$ cat src/rtl/jols_pkg.sv
// jols_pkg: shared types and constants of the json object line sanitizer
// no dependencies; imported by json_object_line_sanitizer_unit
`timescale 1ns / 1ps

package jols_pkg;

    // object buffer capacity in bytes
    localparam int OBJECT_BYTES = 62;
    localparam int ADDR_W       = (OBJECT_BYTES > 1) ? $clog2(OBJECT_BYTES) : 1;
    localparam int LEN_W        = $clog2(OBJECT_BYTES + 1);

    localparam int DEPTH_W = 16;
    localparam int COUNT_W = 16;

    localparam logic [DEPTH_W-1:0] DEPTH_MAX = '1;
    localparam logic [COUNT_W-1:0] COUNT_MAX = '1;

    // characters the parser reacts to
    localparam logic [7:0] CH_LBRACE = 8'h7B;
    localparam logic [7:0] CH_RBRACE = 8'h7D;
    localparam logic [7:0] CH_QUOTE  = 8'h22;
    localparam logic [7:0] CH_BSLASH = 8'h5C;
    localparam logic [7:0] CH_CR     = 8'h0D;
    localparam logic [7:0] CH_LF     = 8'h0A;
    localparam logic [7:0] CH_COMMA  = 8'h2C;

    typedef enum logic {
        ST_IDLE,
        ST_DRAIN
    } jols_state_t;

endpackage

$ cat src/rtl/jols_ram.sv
// jols_ram: generic simple dual-port ram, one write and one registered read port
// no dependencies; contents are undefined until written
`timescale 1ns / 1ps

module jols_ram #(
    parameter int WIDTH = 8,
    parameter int DEPTH = 62
) (
    input  logic                                     aclk,
    input  logic                                     we,
    input  logic [((DEPTH > 1) ? $clog2(DEPTH) : 1)-1:0] waddr,
    input  logic [WIDTH-1:0]                         wdata,
    input  logic                                     re,
    input  logic [((DEPTH > 1) ? $clog2(DEPTH) : 1)-1:0] raddr,
    output logic [WIDTH-1:0]                         rdata
);

    logic [WIDTH-1:0] mem [DEPTH];
    logic [WIDTH-1:0] rdata_reg;

    always_ff @(posedge aclk) begin
        if (we) begin
            mem[waddr] <= wdata;
        end
        if (re) begin
            rdata_reg <= mem[raddr];
        end
    end

    assign rdata = rdata_reg;

endmodule

$ cat src/rtl/json_object_line_sanitizer_unit.sv
// json_object_line_sanitizer_unit: keeps complete top-level json objects of a byte stream
// depends on jols_pkg and jols_ram (object buffer)
//
// result: a result beat is in the output register in the cycle after its input beat is taken
// throughput: one input beat per cycle while no object closes and the output is not stalled;
//   a closing brace of an object holding L buffered bytes blocks the input until the buffer
//   ram read port has drained them one byte per cycle (plus any output stall)
// reset: synchronous, active-low aresetn clears parser state, counters and the output
//   valid; the object buffer is not cleared and needs no clearing pass
`timescale 1ns / 1ps

module json_object_line_sanitizer_unit
    import jols_pkg::*;
(
    input  logic        aclk,
    input  logic        aresetn,

    // input stream
    input  logic        s_tvalid,
    output logic        s_tready,
    input  logic [7:0]  s_tdata,   // [7:0] data_byte
    input  logic        s_tlast,   // end_of_stream

    // result stream
    output logic        m_tvalid,
    input  logic        m_tready,
    output logic [39:0] m_tdata,   // [7:0] out_byte, [23:8] kept_count, [39:24] dropped_count
    output logic        m_tlast,   // last_of_run
    output logic [1:0]  m_tuser    // [0] byte_valid, [1] end_report
);

    // ---------------------------------------------------------------------------------------
    // state
    // ---------------------------------------------------------------------------------------
    jols_state_t        state_reg, state_next;

    logic               quoted_reg, quoted_next;
    logic               escape_reg, escape_next;
    logic [DEPTH_W-1:0] depth_reg, depth_next;
    logic               open_reg, open_next;
    logic [LEN_W-1:0]   obj_len_reg, obj_len_next;
    logic               line_has_reg, line_has_next;
    logic [COUNT_W-1:0] kept_reg, kept_next;
    logic [COUNT_W-1:0] dropped_reg, dropped_next;

    // drain pointer into the object buffer
    logic [ADDR_W-1:0]  drain_idx_reg, drain_idx_next;
    logic [ADDR_W-1:0]  drain_end_reg, drain_end_next;

    // output register
    logic               m_valid_reg, m_valid_next;
    logic [7:0]         out_byte_reg, out_byte_next;
    logic               out_bvalid_reg, out_bvalid_next;
    logic               out_last_reg, out_last_next;
    logic               out_endrep_reg, out_endrep_next;
    logic [COUNT_W-1:0] out_kept_reg, out_kept_next;
    logic [COUNT_W-1:0] out_drop_reg, out_drop_next;

    // ---------------------------------------------------------------------------------------
    // handshake and helpers
    // ---------------------------------------------------------------------------------------
    logic               out_free;
    logic               s_acc;
    logic               out_load;
    logic               start_drain;
    logic               drain_last;
    logic [LEN_W-1:0]   len_after;
    logic [COUNT_W-1:0] kept_inc;
    logic [COUNT_W-1:0] dropped_inc;

    // buffer ram port signals
    logic               ram_we;
    logic [ADDR_W-1:0]  ram_waddr;
    logic [7:0]         ram_wdata;
    logic               ram_re;
    logic [ADDR_W-1:0]  ram_raddr;
    logic [7:0]         ram_rdata;

    // a beat may only be taken when any result it makes has room in the output register
    assign out_free = !m_valid_reg || m_tready;
    assign s_tready = (state_reg == ST_IDLE) && out_free;
    assign s_acc    = s_tvalid && s_tready;

    assign kept_inc    = (kept_reg == COUNT_MAX) ? kept_reg : kept_reg + 1'b1;
    assign dropped_inc = (dropped_reg == COUNT_MAX) ? dropped_reg : dropped_reg + 1'b1;
    assign drain_last  = (drain_idx_reg == drain_end_reg);

    jols_ram #(
        .WIDTH (8),
        .DEPTH (OBJECT_BYTES)
    ) u_obj_ram (
        .aclk  (aclk),
        .we    (ram_we),
        .waddr (ram_waddr),
        .wdata (ram_wdata),
        .re    (ram_re),
        .raddr (ram_raddr),
        .rdata (ram_rdata)
    );

    // ---------------------------------------------------------------------------------------
    // next state
    // ---------------------------------------------------------------------------------------
    always_comb begin
        state_next = state_reg;
        unique case (state_reg)
            ST_IDLE: begin
                if (start_drain) begin
                    state_next = ST_DRAIN;
                end
            end
            ST_DRAIN: begin
                if (out_free && drain_last) begin
                    state_next = ST_IDLE;
                end
            end
            default: state_next = ST_IDLE;
        endcase
    end

    // ---------------------------------------------------------------------------------------
    // parser, buffer access and result generation
    // ---------------------------------------------------------------------------------------
    always_comb begin
        quoted_next     = quoted_reg;
        escape_next     = escape_reg;
        depth_next      = depth_reg;
        open_next       = open_reg;
        obj_len_next    = obj_len_reg;
        line_has_next   = line_has_reg;
        kept_next       = kept_reg;
        dropped_next    = dropped_reg;
        drain_idx_next  = drain_idx_reg;
        drain_end_next  = drain_end_reg;
        len_after       = obj_len_reg;

        ram_we          = 1'b0;
        ram_waddr       = obj_len_reg[ADDR_W-1:0];
        ram_wdata       = s_tdata;
        ram_re          = 1'b0;
        ram_raddr       = ADDR_W'(drain_idx_reg + 1'b1);

        start_drain     = 1'b0;
        out_load        = 1'b0;
        out_byte_next   = out_byte_reg;
        out_bvalid_next = out_bvalid_reg;
        out_last_next   = out_last_reg;
        out_endrep_next = out_endrep_reg;
        out_kept_next   = out_kept_reg;
        out_drop_next   = out_drop_reg;

        unique case (state_reg)
            ST_IDLE: begin
                if (s_acc) begin
                    if (s_tlast) begin
                        // end of stream: single report beat, then back to reset state
                        out_load        = 1'b1;
                        out_byte_next   = line_has_reg ? CH_LF : 8'h00;
                        out_bvalid_next = line_has_reg;
                        out_last_next   = 1'b1;
                        out_endrep_next = 1'b1;
                        out_kept_next   = kept_reg;
                        out_drop_next   = (open_reg && depth_reg != '0) ? dropped_inc
                                                                         : dropped_reg;
                        quoted_next     = 1'b0;
                        escape_next     = 1'b0;
                        depth_next      = '0;
                        open_next       = 1'b0;
                        obj_len_next    = '0;
                        line_has_next   = 1'b0;
                        kept_next       = '0;
                        dropped_next    = '0;
                    end else if (s_tdata == CH_CR) begin
                        // carriage return is swallowed everywhere
                    end else if (depth_reg == '0) begin
                        if (s_tdata == CH_LBRACE) begin
                            // new object starts at buffer entry zero
                            quoted_next    = 1'b0;
                            escape_next    = 1'b0;
                            depth_next     = DEPTH_W'(1);
                            open_next      = 1'b1;
                            ram_we         = 1'b1;
                            ram_waddr      = '0;
                            obj_len_next   = LEN_W'(1);
                        end else if (s_tdata == CH_LF && line_has_reg) begin
                            out_load        = 1'b1;
                            out_byte_next   = CH_LF;
                            out_bvalid_next = 1'b1;
                            out_last_next   = 1'b1;
                            out_endrep_next = 1'b0;
                            out_kept_next   = kept_reg;
                            out_drop_next   = dropped_reg;
                            line_has_next   = 1'b0;
                        end
                    end else begin
                        // inside an object: buffer while there is room, parse always
                        if (obj_len_reg < LEN_W'(OBJECT_BYTES)) begin
                            ram_we    = 1'b1;
                            len_after = obj_len_reg + 1'b1;
                        end
                        obj_len_next = len_after;

                        if (quoted_reg) begin
                            if (escape_reg) begin
                                escape_next = 1'b0;
                            end else if (s_tdata == CH_BSLASH) begin
                                escape_next = 1'b1;
                            end else if (s_tdata == CH_QUOTE) begin
                                quoted_next = 1'b0;
                            end
                        end else if (s_tdata == CH_QUOTE) begin
                            quoted_next = 1'b1;
                        end else if (s_tdata == CH_LBRACE) begin
                            if (depth_reg != DEPTH_MAX) begin
                                depth_next = depth_reg + 1'b1;
                            end
                        end else if (s_tdata == CH_RBRACE) begin
                            depth_next = depth_reg - 1'b1;
                            if (depth_reg == DEPTH_W'(1)) begin
                                // object complete: optional comma now, buffer drains next
                                kept_next      = kept_inc;
                                line_has_next  = 1'b1;
                                open_next      = 1'b0;
                                obj_len_next   = '0;
                                start_drain    = 1'b1;
                                ram_re         = 1'b1;
                                ram_raddr      = '0;
                                drain_idx_next = '0;
                                drain_end_next = ADDR_W'(len_after - 1'b1);
                                if (line_has_reg) begin
                                    out_load        = 1'b1;
                                    out_byte_next   = CH_COMMA;
                                    out_bvalid_next = 1'b1;
                                    out_last_next   = 1'b0;
                                    out_endrep_next = 1'b0;
                                    out_kept_next   = kept_inc;
                                    out_drop_next   = dropped_reg;
                                end
                            end
                        end
                    end
                end
            end
            ST_DRAIN: begin
                // read data of the current index is waiting on the ram output
                if (out_free) begin
                    out_load        = 1'b1;
                    out_byte_next   = ram_rdata;
                    out_bvalid_next = 1'b1;
                    out_last_next   = drain_last;
                    out_endrep_next = 1'b0;
                    out_kept_next   = kept_reg;
                    out_drop_next   = dropped_reg;
                    if (!drain_last) begin
                        ram_re         = 1'b1;
                        drain_idx_next = ADDR_W'(drain_idx_reg + 1'b1);
                    end
                end
            end
            default: ;
        endcase
    end

    assign m_valid_next = out_load ? 1'b1 : (m_tready ? 1'b0 : m_valid_reg);

    // ---------------------------------------------------------------------------------------
    // registers
    // ---------------------------------------------------------------------------------------
    always_ff @(posedge aclk) begin
        if (!aresetn) begin
            state_reg     <= ST_IDLE;
            quoted_reg    <= 1'b0;
            escape_reg    <= 1'b0;
            depth_reg     <= '0;
            open_reg      <= 1'b0;
            obj_len_reg   <= '0;
            line_has_reg  <= 1'b0;
            kept_reg      <= '0;
            dropped_reg   <= '0;
            drain_idx_reg <= '0;
            drain_end_reg <= '0;
            m_valid_reg   <= 1'b0;
        end else begin
            state_reg     <= state_next;
            quoted_reg    <= quoted_next;
            escape_reg    <= escape_next;
            depth_reg     <= depth_next;
            open_reg      <= open_next;
            obj_len_reg   <= obj_len_next;
            line_has_reg  <= line_has_next;
            kept_reg      <= kept_next;
            dropped_reg   <= dropped_next;
            drain_idx_reg <= drain_idx_next;
            drain_end_reg <= drain_end_next;
            m_valid_reg   <= m_valid_next;
        end
    end

    // output payload, no reset needed
    always_ff @(posedge aclk) begin
        out_byte_reg   <= out_byte_next;
        out_bvalid_reg <= out_bvalid_next;
        out_last_reg   <= out_last_next;
        out_endrep_reg <= out_endrep_next;
        out_kept_reg   <= out_kept_next;
        out_drop_reg   <= out_drop_next;
    end

    assign m_tvalid = m_valid_reg;
    assign m_tdata  = {out_drop_reg, out_kept_reg, out_byte_reg};
    assign m_tlast  = out_last_reg;
    assign m_tuser  = {out_endrep_reg, out_bvalid_reg};

    // ---------------------------------------------------------------------------------------
    // assertions
    // ---------------------------------------------------------------------------------------
    a_eos_clears: assert property (@(posedge aclk) disable iff (!aresetn)
        s_acc && s_tlast |=> kept_reg == '0 && dropped_reg == '0 && depth_reg == '0)
        else $error("end of stream did not return counters and depth to zero");

    a_drain_bound: assert property (@(posedge aclk) disable iff (!aresetn)
        state_reg == ST_DRAIN |-> drain_idx_reg <= drain_end_reg)
        else $error("drain pointer ran past the end of the object");

    a_len_bound: assert property (@(posedge aclk) disable iff (!aresetn)
        obj_len_reg <= LEN_W'(OBJECT_BYTES))
        else $error("object length beyond buffer capacity");

    a_open_depth: assert property (@(posedge aclk) disable iff (!aresetn)
        open_reg == (depth_reg != '0))
        else $error("object open flag and brace depth disagree");

    a_report_last: assert property (@(posedge aclk) disable iff (!aresetn)
        m_valid_reg && out_endrep_reg |-> out_last_reg)
        else $error("end report beat not marked last");

endmodule
$ cat config.mk
export PLATFORM = sky130hd
export DESIGN_NAME = json_object_line_sanitizer_unit
export DESIGN_NICKNAME = d
export VERILOG_FILES = /design/src/rtl/jols_pkg.sv /design/src/rtl/jols_ram.sv /design/src/rtl/json_object_line_sanitizer_unit.sv
export SDC_FILE = /design/constraint.sdc
export NUM_CORES = 1
export LEC_CHECK = 0
export BUFFER_PORTS_ARGS = -buffer_cell sky130_fd_sc_hd__buf_2
export CAP_MARGIN = 10
export CORE_MARGIN = 1.5
export CORE_UTILIZATION = 50
export DETAILED_ROUTE_END_ITERATION = 6
export PLACE_DENSITY = 0.66
export REMOVE_ABC_BUFFERS = 1
export SLEW_MARGIN = 20
export SYNTH_ARGS = -nofsm -noshare
export SYNTH_HDL_FRONTEND = slang
export SYNTH_SLANG_ARGS = --single-unit
$ cat constraint.sdc
create_clock -name aclk -period 10.1 [get_ports aclk]
set_input_delay 2.02 -clock aclk [delete_from_list [all_inputs] [get_ports aclk]]
set_output_delay 2.02 -clock aclk [all_outputs]
set_load 0.05 [all_outputs]
==> results of run 1 <==
-- layer usage --
metal  track usage, %  wire [um]
met1             36.7      28100
met3             5.63       6900
met5                0         11
met4             12.6       3380
met2             44.4      34100
-- Yosys cell counts, types with 10 or more instances --
master	number
dfxtp_1	56
clkbuf_1	49
or3_1	14
xnor2_1	23
nor2_1	183
buf_4	24
xor2_1	20
nor2b_1	31
nor4_1	12
o221ai_1	11
buf_1	13
mux2_2	33
o211ai_1	20
edfxtp_1	532
buf_2	34
a31oi_1	21
a311oi_1	10
a21oi_1	89
a21boi_0	23
and2_1	11
nand3_1	54
nor3_1	37
nand4_1	12
nand2_1	147
o21ai_0	96
o22ai_1	14
and3_1	25
mux2i_1	65
mux4_2	34
-- cell families after synthesis --
| family | synth area share (%) |
|---|---|
| buffers and inverters | 2.57 |
| XOR/XNOR | 1.48 |
| other | 0.0147 |
| multiplexers | 7.03 |
| flip-flops | 67.2 |
| AND/OR/NAND/NOR | 10.7 |
| AO/OA/AOI/OAI | 10.6 |
| adder cells (fa/ha/maj) | 0.394 |
-- power groups by stage --
| stage | Sequential [mW] | Combinational, mW | Clock, mW |
|---|---|---|---|
| after global routing | 2.75 | 0.602 | 2.23 |
| after global placement | 2.80 | 0.538 | 0 |
| final | 2.75 | 0.549 | 2.12 |
| after detailed placement | 2.80 | 0.540 | 0 |
| after CTS | 2.75 | 0.543 | 2.14 |
| after floorplan | 2.82 | 0.355 | 0 |
-- final cells by class --
class	instances	area (sq um)
Clock buffer	70	1540
Clock inverter	39	312
Fill cell	4012	22100
Inverter	9	33.8
Multi-Input combinational cell	1172	7810
Sequential cell	588	17100
Tap cell	672	841
Timing Repair Buffer	78	480
-- path summary, 6_finish.rpt --
path                     from                 end  slack [ns]  cells past startpoint
max                s_tdata[4]  u_obj_ram.rdata[5]        4.14                     11
min                escape_reg          escape_reg        0.49                      2
max reg2reg  drain_idx_reg[0]  u_obj_ram.rdata[2]        5.54                      9
min reg2reg        escape_reg          escape_reg        0.49                      2
-- worst max-delay path: cells and delay by family --
| family | cells | cell delay, ns |
|---|---|---|
| simple gates | 6 | 2.80 |
| buf+inv | 3 | 0.86 |
| compound gates | 2 | 0.48 |
==> results.toml, run 1 <==
[grt]
grt_overflow = 0
grt_pass1_wl_mm = 107
antenna_found_initial = 2
grt_usage_pct = 27.7
grt_max_degree = 67
grt_pass1_vias = 16300

[finish]
final_cell_mix = "edfxtp_1 (532), nor2_1 (182), nand2_1 (147)"
final_common_cell = "edfxtp_1"
finish.utilization_pct = 56.0
largest-register = "u_obj_ram.mem"
diodes = 0
stdcell_count = 2628
drive_gt1_share_pct = 13.9
largest_reg_flops = 496
area_growth_syn_to_layout_pct = 10.5
finalNetCount = 1929
fin_area_sq_um = 28100

[outcome]
violations = "DRC"
outcome = "complete, but fails checks"

[placement]
place_area_sq_um = 26300
dp_hpwl_mm = 46.1
io_buffers = 42
place_ws_ns = 3.72
gp_congestion = 0.971
dpl.cell_count = 2519

[die]
fp.dieW_um = 229
core_sq_um = 50200
fp.dieH_um = 229
rows = 82
io_pins = 58
start_util_pct = 50.7
die-area_sq_um = 52200

[detailed_routing]
drt_wl_total_mm = 72.5
first_pass_iters = 7
dr.first_iter.drc_count = 2297
num_vias = 16700
drc = 18
viasPerCell = 6.36
wl_per_cell_um = 27.6
drt.antenna.violating_nets = 0

[setup_path]
path_class = "input pin to flop"
cp_cell_sequence = "buf_2 -> buf_4 -> nand4b_1 -> or3_1 -> nand3_2 -> nor2_4 -> buf_4 -> nor2_1 -> a311oi_1 -> a311oi_1 -> or4_1"
worstSetupEndpointType = "flop"
critPathMaxStageDelay_ns = 0.70
startpoint_type = "input pin"
slowest_stage = "nor2_4"
worstPathArrival_ns = 6.33
critPathMaxFanout = 66
cp.required_ns = 10.47

[logic_synthesis]
synth_ff_type = "edfxtp_1"
netlist_instances = 1878
yosysWarnings = 0
synthDistinctLibCells = 89
syn-cell-area_sq_um = 25400
synth.avg_cell_area_sq_um = 13.5
synth_edf_count = 532
ys_async_sr_fraction_pct = 0
yosysTopAreaCell = "edfxtp_1"
synth.area.top_cells = "edfxtp_1 (63%), dfxtp_1 (4.4%), mux4_2 (3.0%)"
yosysSeqAreaShare_pct = 67.2
synth_top_area_share_pct = 62.8
ys_seq_elements = 588

[sta]
timing.final.ws_setup_ns = 4.14
drv_slew = 0
hold_viol_final = 0
tightest_slew_ns = 1.15
tns_ns = 0
rsz0062_at_grt = "false"
slew_headroom_pct = 21.2
setup_violations = 0
min_period_ns = 5.96
skew_ns = 0.0151
whs_ns = 0.489
fmax_ghz = 0.168
finalCritPeriodShare_pct = 59.0

[power]
total_power_mw = 5.42
vdd_drop_max_mv = 0.151
power_frac_clock_pct = 39.1
power_density_nw_per_um2 = 193
switching_share_pct = 25.0
power.internal_mw = 4.06
p_sw_mw = 1.35
combPwrFrac_pct = 10.1
p_leak_nw = 9.00
seqPwrFrac_pct = 50.8

[cts]
clock_latency_ns = 0.64
postCtsSetupRepairBufs = 0
htree_levels = 2
cts.path.max_buffers = 3
numClockSinks = 588
ctsHoldBuffers = 0
post_cts_resized = 0
clk_pin_slew_ns = 0.07
clockRootBuffer = "clkbuf_16"
cts_buffers = 59
cts_tree = "yes"

[job]
cap_viol_max_count = 0

[worst_hold_path]
min_path_type = "flop to flop"
Power figures use the tool's default switching activity.
==> inputs of run 2 (changes only) <==
Clock period 10.1 ns to 5.7 ns, I/O delays scaled along.
==> results.toml, run 2 (synthesis gave the netlist of run 1 again) <==
[outcome]
outcome = "complete, no violations"

[placement]
gp_congestion = 0.999
place_ws_ns = 0.829
place_area_sq_um = 26500
dp_hpwl_mm = 47.6
io_buffers = 42

[setup_path]
critPathMaxStageDelay_ns = 0.80
slowest_stage = "nor2_1"
crit_start = "depth_reg[6]"
path_class = "flop to flop"
critPathMaxFanout = 9
startpoint_type = "flop"
cp.required_ns = 5.96
cp_cell_sequence = "or3_1 -> nor3_2 -> nand3_1 -> or4_1 -> nand2_1 -> nand3b_1 -> nor2_1"
reg2reg_from = "depth_reg[6]"
worstSetupEndpointType = "flop"
worstPathArrival_ns = 4.69
cpLargestDelayFamily = "simple AND/OR/NAND/NOR gates"
critical_path_buf_inv_count = 0

[die]
io_pins = 58
die-area_sq_um = 52200
fp.dieW_um = 229
start_util_pct = 50.7
core_sq_um = 50200
rows = 82
fp.dieH_um = 229

[detailed_routing]
dr.first_iter.drc_count = 2120
viasPerCell = 6.37
wl_per_cell_um = 27.7
first_pass_iters = 6
num_vias = 17000
drt.antenna.violating_nets = 0
drt_wl_total_mm = 73.8
drc = 0

[cts]
cts_tree = "yes"
ctsHoldBuffers = 0
htree_levels = 2
numClockSinks = 588
clockRootBuffer = "clkbuf_16"
postCtsSetupRepairBufs = 0
cts_buffers = 59
post_cts_resized = 0
clk_pin_slew_ns = 0.06
cts.path.max_buffers = 3
clock_latency_ns = 0.64

[finish]
finalNetCount = 1963
fin_area_sq_um = 28500
drive_gt1_share_pct = 15.0
multi_input_area_sq_um = 7800
fillCellCount = 4038
seq_area_sq_um = 17100
final_common_cell = "edfxtp_1"
final_cell_mix = "edfxtp_1 (532), nor2_1 (183), nand2_1 (147)"
finish.utilization_pct = 56.8
largest-register = "u_obj_ram.mem"
largest_reg_flops = 496
area_growth_syn_to_layout_pct = 12.0

[power]
power_frac_clock_pct = 40.2
power.internal_mw = 7.40
p_leak_nw = 9.22
power_density_nw_per_um2 = 345
seqPwrFrac_pct = 49.6
switching_share_pct = 24.6
combPwrFrac_pct = 10.2
p_sw_mw = 2.41
vdd_drop_max_mv = 0.277

[grt]
grt_pass1_wl_mm = 109
grt_overflow = 0
grt_usage_pct = 28.2
grt_pass1_vias = 16100
grt_max_degree = 65
antenna_found_initial = 2

[sta]
hold_viol_final = 0
timing.final.ws_setup_ns = 1.27
skew_ns = 0.0326
fmax_ghz = 0.226
tightest_slew_ns = 1.10
min_period_ns = 4.43
rsz0062_at_grt = "false"
slew_headroom_pct = 26.4
drv_slew = 0
finalCritPeriodShare_pct = 77.6
setup_violations = 0

[worst_hold_path]
min_from = "escape_reg"
min_path_type = "flop to flop"

[job]
cap_viol_max_count = 0
## run 2: changes by cell type in the layout (fill, tap and decap cells not counted), moves of 2 or more
cell and delta:
a2111oi_1 -2, buf_12 +2, clkbuf_1 +3, buf_4 +32, inv_6 -2, bufinv_16 +4
diode_2 +2, a2111oi_0 +2, clkinv_2 -8
## run 2: cell type report
cell class / instances / share of cell area, %
inverter: 9 / 0.119
multi-input combinational: 1172 / 27.4
tap: 672 / 2.95
antenna: 2 / 0.0176
clock inverter: 33 / 1.36
clock buffer: 74 / 5.49
sequential: 588 / 60.0
timing repair buffer: 112 / 2.67
## run 2: worst reg2reg max path: stages, from the launching register on
cell      delay, ns
dfxtp_1        0.36
or3_1          0.43
nor3_2         0.58
nand3_1        0.45
or4_1          0.78
nand2_1        0.20
nand3b_1       0.47
nor2_1         0.80
## run 2: power by group through the flow
| stage | combinational (mW) | sequential, mW | clock (mW) |
|---|---|---|---|
| 3_5_place_dp | 0.984 | 4.96 | 0 |
| 5_1_grt | 1.08 | 4.88 | 4.15 |
| 4_1_cts | 0.987 | 4.87 | 3.99 |
| 2_1_floorplan | 0.630 | 4.99 | 0 |
| 3_3_place_gp | 0.970 | 4.96 | 0 |
| 6_report | 1.00 | 4.87 | 3.94 |
## run 2: worst paths after layout
path	slack [ns]	cells past startpoint	end
max	1.27	7	u_obj_ram.mem[40][3]
min	0.49	2	escape_reg
max reg2reg	1.27	7	u_obj_ram.mem[40][3]
min reg2reg	0.49	2	escape_reg
## run 2: per-stage QoR
step / power (mW) / hold slack [ns] / std cells / TNS (ns)
5_1_grt: 10.1 / 0.516 / 2660 / 0
4_1_cts: 9.85 / 0.487 / 2660 / 0
3_3_place_gp: 5.93 / 0.474 / 2553 / 0
2_1_floorplan: 5.62 / 0.453 / 1769 / -62.47
6_report: 9.82 / 0.487 / 2662 / 0
3_5_place_dp: 5.94 / 0.479 / 2553 / 0
## run 2: metal layers
layer  part of all wire, %  vias to the layer above  GRT usage, %
met2                    46                      994          44.5
met3                   9.5                      177          4.77
met4                   3.9                        0          11.1
met5                     0                        -             0
li1                      -                     7324             -
met1                    40                     8455          39.2
==> inputs of run 3 (changes only) <==
Clock period 5.7 ns to 4.25 ns, I/O delays scaled along.
==> results.toml, run 3 (synthesis gave the netlist of run 1 again) <==
[outcome]
outcome = "complete, no violations"

[cts]
cts_buffers = 59
clock_latency_ns = 0.63
clockRootBuffer = "clkbuf_16"
cts_tree = "yes"
clk_pin_slew_ns = 0.06
cts.path.max_buffers = 3
post_cts_resized = 0
htree_levels = 2
numClockSinks = 588
ctsHoldBuffers = 0
postCtsSetupRepairBufs = 0

[sta]
tns_ns = 0
drv_slew = 0
tightest_slew_ns = 0.924
slew_headroom_pct = 38.2
setup_violations = 0
skew_ns = 0.0252
finalCritPeriodShare_pct = 93.5
fmax_ghz = 0.252
hold_viol_final = 0
rsz0062_at_grt = "false"
min_period_ns = 3.98

[die]
fp.dieW_um = 229
start_util_pct = 50.7
io_pins = 58
rows = 82
fp.dieH_um = 229
core_sq_um = 50200
die-area_sq_um = 52200

[setup_path]
crit_start = "depth_reg[6]"
cpMostUsedCell = "buf_4"
cp.required_ns = 4.57
reg2reg_depth = 10
reg2reg_from = "depth_reg[6]"
critPathMaxFanout = 8
worstPathArrival_ns = 4.29
path_depth = 10
cp_cell_sequence = "or3_1 -> nor3_2 -> nand3_1 -> or4_1 -> nand2_1 -> nand3b_1 -> buf_4 -> buf_4 -> nor2_1 -> buf_4"
worstSetupEndpointType = "flop"
rrSetupSlack_ns = 0.27
startpoint_type = "flop"
path_class = "flop to flop"
critPathCapture = "u_obj_ram.mem[40][7]"
r2r-end = "u_obj_ram.mem[40][7]"
slowest_stage = "or4_1"
critical_path_buf_inv_count = 3
critPathMaxStageDelay_ns = 0.67
cpLargestDelayFamily = "simple AND/OR/NAND/NOR gates"

[finish]
finalNetCount = 2056
final_common_cell = "edfxtp_1"
final_cell_mix = "edfxtp_1 (532), nor2_1 (182), buf_4 (154)"
area_growth_syn_to_layout_pct = 14.6
largest-register = "u_obj_ram.mem"
stdcell_count = 2751
drive_gt1_share_pct = 18.6
diodes = 0
largest_reg_flops = 496

[power]
power_density_nw_per_um2 = 446
p_leak_nw = 9.65
vdd_drop_max_mv = 0.308
p_sw_mw = 3.22
switching_share_pct = 24.8
power_frac_clock_pct = 38.6
seqPwrFrac_pct = 50.2
power.internal_mw = 9.78
combPwrFrac_pct = 11.1

[grt]
grt_max_degree = 98
antenna_found_initial = 1
grt_pass1_vias = 16500
grt_usage_pct = 29.5
grt_pass1_wl_mm = 113
grt_overflow = 0

[detailed_routing]
wl_per_cell_um = 28.0
first_pass_iters = 5
drc = 0
dr.first_iter.drc_count = 2150
num_vias = 17300
drt.antenna.violating_nets = 0
viasPerCell = 6.28
drt_wl_total_mm = 76.9

[worst_hold_path]
min_from = "drain_end_reg[2]"
min_path_type = "flop to flop"

[placement]
gp_congestion = 1.02
dpl.cell_count = 2646
dp_hpwl_mm = 51.5
io_buffers = 42

[job]
cap_viol_max_count = 0
## run 3: cell types whose count changed in the layout (fill, tap and decap cells not counted), sizes merged
cell	delta
buf	+93
diode	-2
bufinv	-3
clkbuf	+6
clkinv	-4
clkinvlp	-1
## run 3: worst min-delay path by stage
| stage | end | slack (ns) | depth (start not counted) |
|---|---|---|---|
| after floorplan | drain_end_reg[2] | 0.45 | 2 |
| after global placement | escape_reg | 0.47 | 2 |
| after detailed placement | open_reg | 0.48 | 1 |
| after CTS | drain_end_reg[2] | 0.49 | 2 |
| after global routing | drain_end_reg[2] | 0.51 | 2 |
| final | drain_end_reg[2] | 0.49 | 2 |
## run 3: metal layers
| metal | share of wire, % | track usage (%) | up-vias |
|---|---|---|---|
| met3 | 9.0 | 4.43 | 195 |
| met1 | 40 | 40.8 | 8580 |
| met4 | 4.8 | 13.5 | 2 |
| li1 | - | - | 7508 |
| met5 | 0.016 | 0 | - |
| met2 | 46 | 46.2 | 980 |
## run 3: worst register-to-register path: stages, from the launching register on
cell      delay, ns
dfxtp_1        0.36
or3_1          0.44
nor3_2         0.55
nand3_1        0.48
or4_1          0.67
nand2_1        0.15
nand3b_1       0.09
buf_4          0.19
buf_4          0.15
nor2_1         0.33
buf_4          0.26
## run 3: power groups by stage
stage,clock [mW],combinational (mW),sequential [mW]
after floorplan,0,0.845,6.69
after CTS,5.08,1.42,6.53
final,5.02,1.45,6.53
after detailed placement,0,1.41,6.65
after global placement,0,1.42,6.65
after global routing,5.30,1.55,6.55
## run 3: layout make-up
class                      count  area [sq um]
tap                          672           841
clock buffer                  80          1590
multi-input combinational   1172          7810
clock inverter                25           239
inverter                       9          33.8
fill                        3996         21000
sequential                   588         17100
timing repair buffer         205          1550
## run 3: stage by stage
step | util (%) | cell area, sq um | hold WS (ns) | setup WS, ns | power (mW)
2_1_floorplan | - | 24900 | 0.453 | -7.84 | 7.54
3_3_place_gp | 54.5 | 27300 | 0.472 | 0.0265 | 8.06
3_5_place_dp | 54.5 | 27300 | 0.477 | -0.0856 | 8.07
4_1_cts | 58.1 | 29200 | 0.490 | 0.392 | 13.0
5_1_grt | 58.1 | 29200 | 0.508 | 0.197 | 13.4
6_report | 58.1 | 29200 | 0.486 | 0.274 | 13.0
